--- src/hw/rtl/segment_page_map_translator_top_defines.svh ---
// Assertion macros for the segment/page map translator.
// Used by segment_page_map_translator_top; expects clk and arst_n in scope.
`ifndef SEGMENT_PAGE_MAP_TRANSLATOR_TOP_DEFINES_SVH
`define SEGMENT_PAGE_MAP_TRANSLATOR_TOP_DEFINES_SVH

// Antecedent implies consequent in the same cycle
`define SPMT_ASSERT_IMPL(lbl, ante, cons, msg) \
	lbl: assert property (@(posedge clk) disable iff (!arst_n) (ante) |-> (cons)) \
		else $error(msg);

// Antecedent implies consequent in the following cycle
`define SPMT_ASSERT_NEXT(lbl, ante, cons, msg) \
	lbl: assert property (@(posedge clk) disable iff (!arst_n) (ante) |=> (cons)) \
		else $error(msg);

// Condition must never hold
`define SPMT_ASSERT_NEVER(lbl, cond, msg) \
	lbl: assert property (@(posedge clk) disable iff (!arst_n) !(cond)) \
		else $error(msg);

`endif

--- src/hw/rtl/spmt_pkg.sv ---
// Shared types and constants for the segment/page map translator.
// No dependencies; imported by spmt_ctrl, spmt_datapath and the top level.
package spmt_pkg;

	// Default geometry
	localparam int ADDRESS_BITS_DEF     = 24;
	localparam int PAGE_OFFSET_BITS_DEF = 11;
	localparam int PMEG_OFFSET_BITS_DEF = 4;
	localparam int CONTEXTS_DEF         = 8;
	localparam int PMEGS_DEF            = 256;

	// Entry flag positions
	localparam int SE_VALID_BIT = 15;
	localparam int PE_VALID_BIT = 31;
	localparam int PE_WRITE_BIT = 30;
	localparam int PE_SUPER_BIT = 29;
	localparam int PE_REF_BIT   = 25;
	localparam int PE_MOD_BIT   = 24;

	typedef enum logic [2:0] {
		ACT_TRANSLATE = 3'd0,
		ACT_SEG_RD    = 3'd1,
		ACT_SEG_WR    = 3'd2,
		ACT_PG_RD     = 3'd3,
		ACT_PG_WR     = 3'd4
	} spmt_action_t;

	typedef enum logic [1:0] {
		STAT_OK      = 2'd0,
		STAT_INVALID = 2'd1,
		STAT_PRIV    = 2'd2,
		STAT_PROT    = 2'd3
	} spmt_status_t;

	typedef enum logic [1:0] {
		S_CLEAR,
		S_IDLE,
		S_SEG,
		S_DONE
	} spmt_state_t;

	// Controller to datapath
	typedef struct packed {
		logic clearing; // clearing pass: zero one entry of each map
		logic capture;  // request transfer: latch, access maps
		logic lookup;   // read page map for a translate
		logic finish;   // load response, write back page entry
	} spmt_cmd_t;

	// Datapath to controller
	typedef struct packed {
		logic clear_last;    // final entry of the clearing pass
		logic req_translate; // offered request is a translate
	} spmt_stat_t;

endpackage

--- src/hw/rtl/spmt_ctrl.sv ---
// Sequencing state machine of the translator: clearing pass, request
// transfer, page lookup and response hand-off. Depends on spmt_pkg.
module spmt_ctrl
	import spmt_pkg::*;
(
	input  logic       clk,
	input  logic       arst_n,
	input  logic       req_valid,
	output logic       req_ready,
	output logic       rsp_valid,
	input  logic       rsp_ready,
	output spmt_cmd_t  cmd,
	input  spmt_stat_t stat
);

	spmt_state_t state_q, state_d;
	logic        rsp_valid_q;

	// State register
	always_ff @(posedge clk or negedge arst_n) begin
		if (!arst_n) begin
			state_q <= S_CLEAR;
		end else begin
			state_q <= state_d;
		end
	end

	// Next state and commands
	always_comb begin
		state_d   = state_q;
		cmd       = '0;
		req_ready = 1'b0;
		unique case (state_q)
			S_CLEAR: begin
				cmd.clearing = 1'b1;
				if (stat.clear_last) begin
					state_d = S_IDLE;
				end
			end
			S_IDLE: begin
				req_ready = 1'b1;
				if (req_valid) begin
					cmd.capture = 1'b1;
					state_d     = stat.req_translate ? S_SEG : S_DONE;
				end
			end
			S_SEG: begin
				cmd.lookup = 1'b1;
				state_d    = S_DONE;
			end
			S_DONE: begin
				// response register free or emptying this cycle
				if (!rsp_valid_q || rsp_ready) begin
					cmd.finish = 1'b1;
					state_d    = S_IDLE;
				end
			end
			default: begin
				state_d = S_CLEAR;
			end
		endcase
	end

	// Response valid flag
	always_ff @(posedge clk or negedge arst_n) begin
		if (!arst_n) begin
			rsp_valid_q <= 1'b0;
		end else if (cmd.finish) begin
			rsp_valid_q <= 1'b1;
		end else if (rsp_ready) begin
			rsp_valid_q <= 1'b0;
		end
	end

	assign rsp_valid = rsp_valid_q;

endmodule

--- config.mk ---
export PLATFORM = sky130hd
export DESIGN_NAME = spmt_ctrl
export DESIGN_NICKNAME = d
export VERILOG_FILES = /design/src/hw/rtl/segment_page_map_translator_top_defines.svh /design/src/hw/rtl/spmt_pkg.sv /design/src/hw/rtl/spmt_ctrl.sv
export SDC_FILE = /design/constraint.sdc
export NUM_CORES = 1
export LEC_CHECK = 0
export BUFFER_PORTS_ARGS = -buffer_cell sky130_fd_sc_hd__buf_4
export CORE_AREA = 2 2 39 41
export DETAILED_ROUTE_END_ITERATION = 6
export DIE_AREA = 0 0 41 43
export HOLD_SLACK_MARGIN = 0.06
export PLACE_DENSITY = 0.43
export RECOVER_POWER = 25
export SETUP_SLACK_MARGIN = 0.02
export SYNTH_ARGS = -nofsm -noshare
export SYNTH_HDL_FRONTEND = slang
export SYNTH_SLANG_ARGS = --single-unit
--- constraint.sdc ---
create_clock -name clk -period 3 [get_ports clk]
set_clock_uncertainty 0.1 [all_clocks]
set_input_delay 0.15 -clock clk [delete_from_list [all_inputs] [get_ports clk]]
set_output_delay 0.15 -clock clk [all_outputs]
set_load 0.02 [all_outputs]
# Word-level counts from Yosys, hierarchy flattened
# Cells that the tools add are included.
[op_classes]
shifts = 0
mul = 0
order_cmp = 0
bitwise = 0
reduce_logical = 5
n_mux = 14
n_eq_ne = 6
add_sub_neg = 0
div_mod_pow = 0
[ops]
columns = ["operator", "count"]
rows = [
  ["$mux 1", 10],
  ["$pmux 2 s4", 1],
  ["$mux 2", 3],
  ["$ne 2x2->1 const B", 3],
  ["$eq 2x2->1 const B", 2],
  ["$reduce_and 3->1", 1],
  ["$eq 2x1->1 const B", 1],
  ["$logic_not 2->1", 1],
  ["$reduce_bool 2->1", 1],
  ["$logic_not 1->1", 1],
  ["$logic_or 1x1->1", 1],
]
[totals]
mem_count = 0
rom_bits = 0
ff_bits = 3
wordCells = 27
ram_bits = 0
latch_bits = 0

# Depth between registers and ports, before layout
# Gate-level depths: netlist (run 1).
[logic_depth]
word_depth = 5
ltp_mapped = 5

# Least setup slack after synthesis (run 1)
# No wires, ideal clock.
[synth_timing]
path_type = "reg2reg"
startpoint = "register state_q[1]"
endpoint = "register state_q[0]"
path_stages_with_launch = 6
t_required_ns = 2.772
path_buffers = 0
setup_slack_ns = 1.402
t_arrival_ns = 1.371
cell_sequence = "dfrtp_1 inv_1 ha_1 inv_1 o221ai_2 mux2_1"
[synth_between]
elab_chain_len = 3
[synth_lines]
columns = ["element", "line_no", "rtl"]
rows = [
  ["start, declared", "spmt_ctrl.sv:16", "spmt_state_t state_q, state_d;"],
  ["start signal, assigned", "spmt_ctrl.sv:24", "state_q <= state_d;"],
  ["$eq 2x2->1, or another cell as far along", "spmt_ctrl.sv:33", "unique case (state_q)"],
  ["$ne 2x2->1 (no line)", "-", ""],
  ["$reduce_and 3->1 (no line)", "-", ""],
]
# Several ways; a longest one is shown, not always the timed one.
# A chain may end at the register's enable or synchronous reset.

# Worst setup path after layout (run 1)
# Same ends and word-level chain as after synthesis.

==> results.yml, run 1 <==
timing:
  setup_tns_ns: 0
  worst_slew_pin_slew_ns: 0.1949
  hold_viol: 0
  finalMaxSlewViolations: 0
  period_needed_ns: 1.516
  setup_viol: 0
  timing.fmax_ghz: 0.6597
  period_share_pct: 50.53
  relSlewSlack_pct: 87.01
  rsz0062_at_grt: "false"
drt:
  drt_wl_total_um: 448
  ant_nets: 0
  drtIter0Drc: 0
  drt_first_pass_iters: 1
  vias: 184
  via_per_inst: 3.472
  wl_per_cell_um: 8.453
  route.detailed.drc: 0
finish:
  final_cell_mix: "buf_4, inv_1, ha_1"
  drive_above_1_share_pct: 40.54
  nets: 48
  stdcell_area_um2: 360.3
  antenna_cells: 0
  area_growth_pct: 60.00
  final_common_cell: "buf_4"
global_route:
  grt_pass1_wl_um: 759
  grt_max_degree: 5
  antenna_found_initial: 0
  grt_pass1_vias: 202
  grt_usage_pct: 6.539
  globalRoute.totalOverflow: 0
clock_tree:
  cts_resized: 0
  path_clk_slew_ns: 0.04
  clock-sinks: 3
  postCtsSetupBuffers: 0
  cts.htree.levels: 1
  cts_tree: "yes"
  clk_latency_ns: 0.23
  cts_buffer_depth: 2
  cts_hold_buf: 1
  cts-buffers-inserted: 3
  root_buffer: "clkbuf_4"
placement:
  portBuffers: 11
  place_congestion: 0.5945
  placed_cell_area_um2: 327.8
outcome:
  status: "finished clean"
critical_path:
  critPathSlowestCell: "dfrtp_1"
  worstPathRequired_ns: 3.01
  arrival_ns: 1.52
  crit_family: "flip-flops"
  crit_top_cell: "inv_1"
  crit_fanout: 4
  critPathMaxStageDelay_ns: 0.40
  crit_chain: "inv_1, ha_1, inv_1, o221ai_2, mux2_1"
  endpoint_kind: "register"
  critPathLaunchType: "register"
  worstSetupPathType: "register to register"
  worst-path-buf-inv: 2
floorplanning:
  core-area_um2: 1384
  dieArea_um2: 1763
  die_h_um: 43
  start_util_pct: 16.27
  die_w_um: 41
  ios: 12
  rows: 14
hold_path:
  hold_path_class: "input pin to register"
synth:
  syn-num-nets: 31
  netlist_instances: 21
  synth_seq_cells: 3
  avgSynthCellArea_um2: 10.72
  syn_area_um2: 225.2
  seq_area_frac_synth_pct: 33.33
  synth_cell_types: 11
  ys_warn_count: 0
power_and_ir_drop:
  fin_total_pwr_mw: 0.3950
  peakVddDrop_mv: 0.3310
  power_density_nw_per_um2: 1096
  leakagePower_nw: 0.1849
run:
  cap_violations: 0
## path summary, 6_finish.rpt
check | cells after the start | slack, ns | from | endpoint
hold / removal | 3 | 0.11 | rsp_ready | rsp_valid$_DFFE_PN0P_
min in group asynchronous | 2 | 0.15 | arst_n | rsp_valid$_DFFE_PN0P_
hold reg to reg | 1 | 0.45 | state_q[0]$_DFFE_PN0P_ | state_q[0]$_DFFE_PN0P_
max in group asynchronous | 2 | 2.49 | arst_n | state_q[0]$_DFFE_PN0P_
setup reg to reg | 5 | 1.48 | state_q[1]$_DFFE_PN0P_ | state_q[0]$_DFFE_PN0P_
setup / recovery | 5 | 1.48 | state_q[1]$_DFFE_PN0P_ | state_q[0]$_DFFE_PN0P_
## cell families after synthesis
logic type / Yosys count / synth area share [%]
AND/OR/NAND/NOR: 5 / 16.11
multiplexers: 2 / 9.999
adder cells (fa/ha/maj): 4 / 22.22
buffers and inverters: 5 / 8.330
flip-flops: 3 / 33.33
AO/OA/AOI/OAI: 2 / 9.999
## through the flow
step / setup slack [ns] / hold WS [ns] / util [%] / cells
after floorplan: 1.402 / -0.2456 / - / 21
after global placement: 1.488 / -0.1586 / 23.69 / 48
after detailed placement: 1.454 / -0.1591 / 23.69 / 48
after CTS: 1.448 / 0.1064 / 26.31 / 53
after global routing: 1.363 / 0.1178 / 26.04 / 53
final: 1.484 / 0.1076 / 26.04 / 53
## power breakdown
part / leakage, nW / internal [mW] / switching, mW
clock network: 0.0150 / 0.0498 / 0.0206
logic: 0.136 / 0.113 / 0.127
registers: 0.0342 / 0.0631 / 0.0210
total: 0.185 / 0.226 / 0.169
## state kept, by name, indices dropped and copies added (netlist names)
| register | cells |
|---|---|
| state_q | 2 |
| rsp_valid | 1 |
## routing by layer
| metal | share of wire, % | vias to the layer above | GRT usage (%) | wire length [um] |
|---|---|---|---|---|
| li1 | - | 100 | - | - |
| met1 | 46 | 72 | 8.414 | 204 |
| met2 | 38 | 12 | 8.438 | 170 |
| met3 | 16 | 0 | 1.571 | 73 |
| met4 | 0 | 0 | 6.000 | 0 |
| met5 | 0 | - | 0 | 0 |
## synth_stat cells, drive strengths merged
master  n  area share, %
nand2b  2            8.9
ha      4             22
o221ai  1            6.7
inv     4            6.7
and2    2            5.6
mux2    2             10
nand2   1            1.7
clkinv  1            1.7
o211ai  1            3.3
dfrtp   3             33
## worst min-delay path, delay by kind of cell
family | cells | cell delay [ns]
buffers and inverters | 1 | 0.08
AND/OR/NAND/NOR | 2 | 0.17
## final cells by class
type,count,area [um2]
repair buffers,12,88.84
clock buffers,4,26.28
multi-input cells,13,131.4
fillers,157,1023
well taps,16,20.02
flip-flops and latches,3,75.07
inverters,5,18.77
(Power assumes the default switching activity.)
==> inputs of run 2 (changes only) <==
Settings changed: PLACE_DENSITY 0.43 to 0.45.
Clock period 3 ns to 1.25 ns, I/O delays scaled along.
==> results.yml, run 2 (same netlist as run 1, synthesis figures left out) <==
placement:
  portBuffers: 11
  place_congestion: 0.5941
  dp_hpwl_um: 453.3
  dp_slack_ns: -0.2293
  dp_cells: 52
critical_path:
  timing.rr.start: "state_q[1]$_DFFE_PN0P_"
  worstReg2RegEnd: "state_q[0]$_DFFE_PN0P_"
  crit_top_cell: "inv_2"
  r2r_slack_ns: -0.18
  worstPathRequired_ns: 1.26
  worstSetupPathType: "register to register"
  critPathSlowestCell: "dfrtp_1"
  critPathMaxStageDelay_ns: 0.40
  arrival_ns: 1.44
  crit_fanout: 3
  endpoint_kind: "register"
  r2r_cells: 5
  critPathLaunchType: "register"
  crit_chain: "inv_2, ha_4, inv_2, o221ai_4, mux2_4"
  critPathLaunch: "state_q[1]$_DFFE_PN0P_"
  worst-path-buf-inv: 2
  crit_family: "flip-flops"
finish:
  final_cells: 58
  top_register: "state_q"
  n_fill_cell: 146
  final_common_cell: "buf_4"
  antenna_cells: 0
  area_growth_pct: 108.3
  drive_above_1_share_pct: 76.19
  final_cell_mix: "buf_4, clkbuf_4, inv_2, buf_6"
  nets: 53
  largest_register_ffs: 2
drt:
  vias: 211
  drtIter0Drc: 0
  top_layer: "met3"
  route.detailed.drc: 0
  drt_first_pass_iters: 1
  ant_nets: 0
  drt_wl_total_um: 573
  wl_met1_um: 232
  wl_met3_um: 54
  wl_per_cell_um: 9.879
  wl_met2_um: 287
  via_per_inst: 3.638
clock_tree:
  cts_hold_buf: 2
  postCtsSetupBuffers: 0
  root_buffer: "clkbuf_4"
  cts_buffer_depth: 2
  cts.htree.levels: 1
  clk_latency_ns: 0.24
  cts_tree: "yes"
  clock-sinks: 3
  cts-buffers-inserted: 3
  path_clk_slew_ns: 0.04
timing:
  worst_slew_pin_slew_ns: 0.2075
  setup_tns_ns: -0.7148
  timing.fmax_ghz: 0.7004
  setup_slack_ns: -0.1777
  hold_viol: 0
  rsz0062_at_grt: "true"
  setup_viol: 6
  timing.hold.ws_ns: 0.02694
  period_needed_ns: 1.428
  period_share_pct: 114.2
  finalMaxSlewViolations: 0
  relSlewSlack_pct: 86.16
floorplanning:
  ios: 12
  rows: 14
  die_w_um: 41
  die_h_um: 43
  dieArea_um2: 1763
  start_util_pct: 16.27
  core-area_um2: 1384
power_and_ir_drop:
  power_density_nw_per_um2: 2783
  clockPowerShare_pct: 13.4
  leakagePower_nw: 0.2206
  comb_power_share_pct: 69.9
  p_int_mw: 0.7815
  p_switching_mw: 0.5242
  peakVddDrop_mv: 1.022
  switching_share_pct: 40.15
  p_seq_share_pct: 16.7
hold_path:
  hold_path_class: "input pin to register"
  min_to: "rsp_valid$_DFFE_PN0P_"
  whs_path_depth: 3
  worstHoldStart: "rsp_ready"
global_route:
  grt_usage_pct: 7.538
  grt_max_degree: 5
  antenna_found_initial: 0
  globalRoute.totalOverflow: 0
  grt_pass1_vias: 213
  grt_pass1_wl_um: 828
outcome:
  failed_checks: "setup timing"
  status: "finished with violations"
run:
  cap_violations: 0
-- run 2: cell types whose count changed in the layout (fill, tap and decap cells not counted), moves of 3 or more --
| cell | change |
|---|---|
| buf_6 | +3 |
| ha_1 | -4 |
| inv_1 | -3 |
| inv_2 | +3 |
-- run 2: power groups by stage --
stage	registers, mW	clock network [mW]	logic [mW]
after global placement	0.209	0	0.755
after floorplan	0.227	0	0.452
after global routing	0.226	0.202	0.986
after detailed placement	0.212	0	0.749
final	0.218	0.175	0.913
after CTS	0.218	0.185	0.914
-- run 2: worst max-delay path by stage --
stage	end	depth (start not counted)	slack, ns
after floorplan	state_q[0]$_DFFE_PN0P_	5	-0.19
after global placement	state_q[1]$_DFFE_PN0P_	5	-0.21
after detailed placement	state_q[0]$_DFFE_PN0P_	4	-0.23
after CTS	state_q[0]$_DFFE_PN0P_	4	-0.20
after global routing	state_q[0]$_DFFE_PN0P_	5	-0.22
final	state_q[0]$_DFFE_PN0P_	5	-0.18
-- run 2: what timing repair did --
item,in CTS,in global routing
gates resized for setup,10,1
gates cloned,0,0
pin swaps,2,1
endpoints found under the setup margin,7,7
endpoints found under the hold margin,4,1
-- run 2: through the flow --
stage	power (mW)	cell area, um2	util, %
after global routing	1.414	469.2	33.91
final	1.306	469.2	33.91
after floorplan	0.6793	252.7	-
after detailed placement	0.9606	385.4	27.85
after global placement	0.9633	385.4	27.85
after CTS	1.317	465.4	33.63
-- run 2: metal layers --
layer	vias up	track usage (%)
met3	0	1.571
met4	0	8.000
met5	-	0
met1	91	8.387
met2	12	10.63
li1	108	-
-- run 2: cell type report --
| type | count | area [um2] | share of cell area, % |
|---|---|---|---|
| clock buffer | 4 | 26.28 | 5.600 |
| inverter | 5 | 20.02 | 4.267 |
| multi-input combinational | 13 | 182.7 | 38.93 |
| sequential | 3 | 76.32 | 16.27 |
| tap | 16 | 20.02 | 4.267 |
| timing repair buffer | 17 | 143.9 | 30.67 |
-- run 2: worst min-delay path, cell delays in order --
cell	delay (ns)
buf_4	0.08
nand2b_4	0.13
nand2_1	0.05
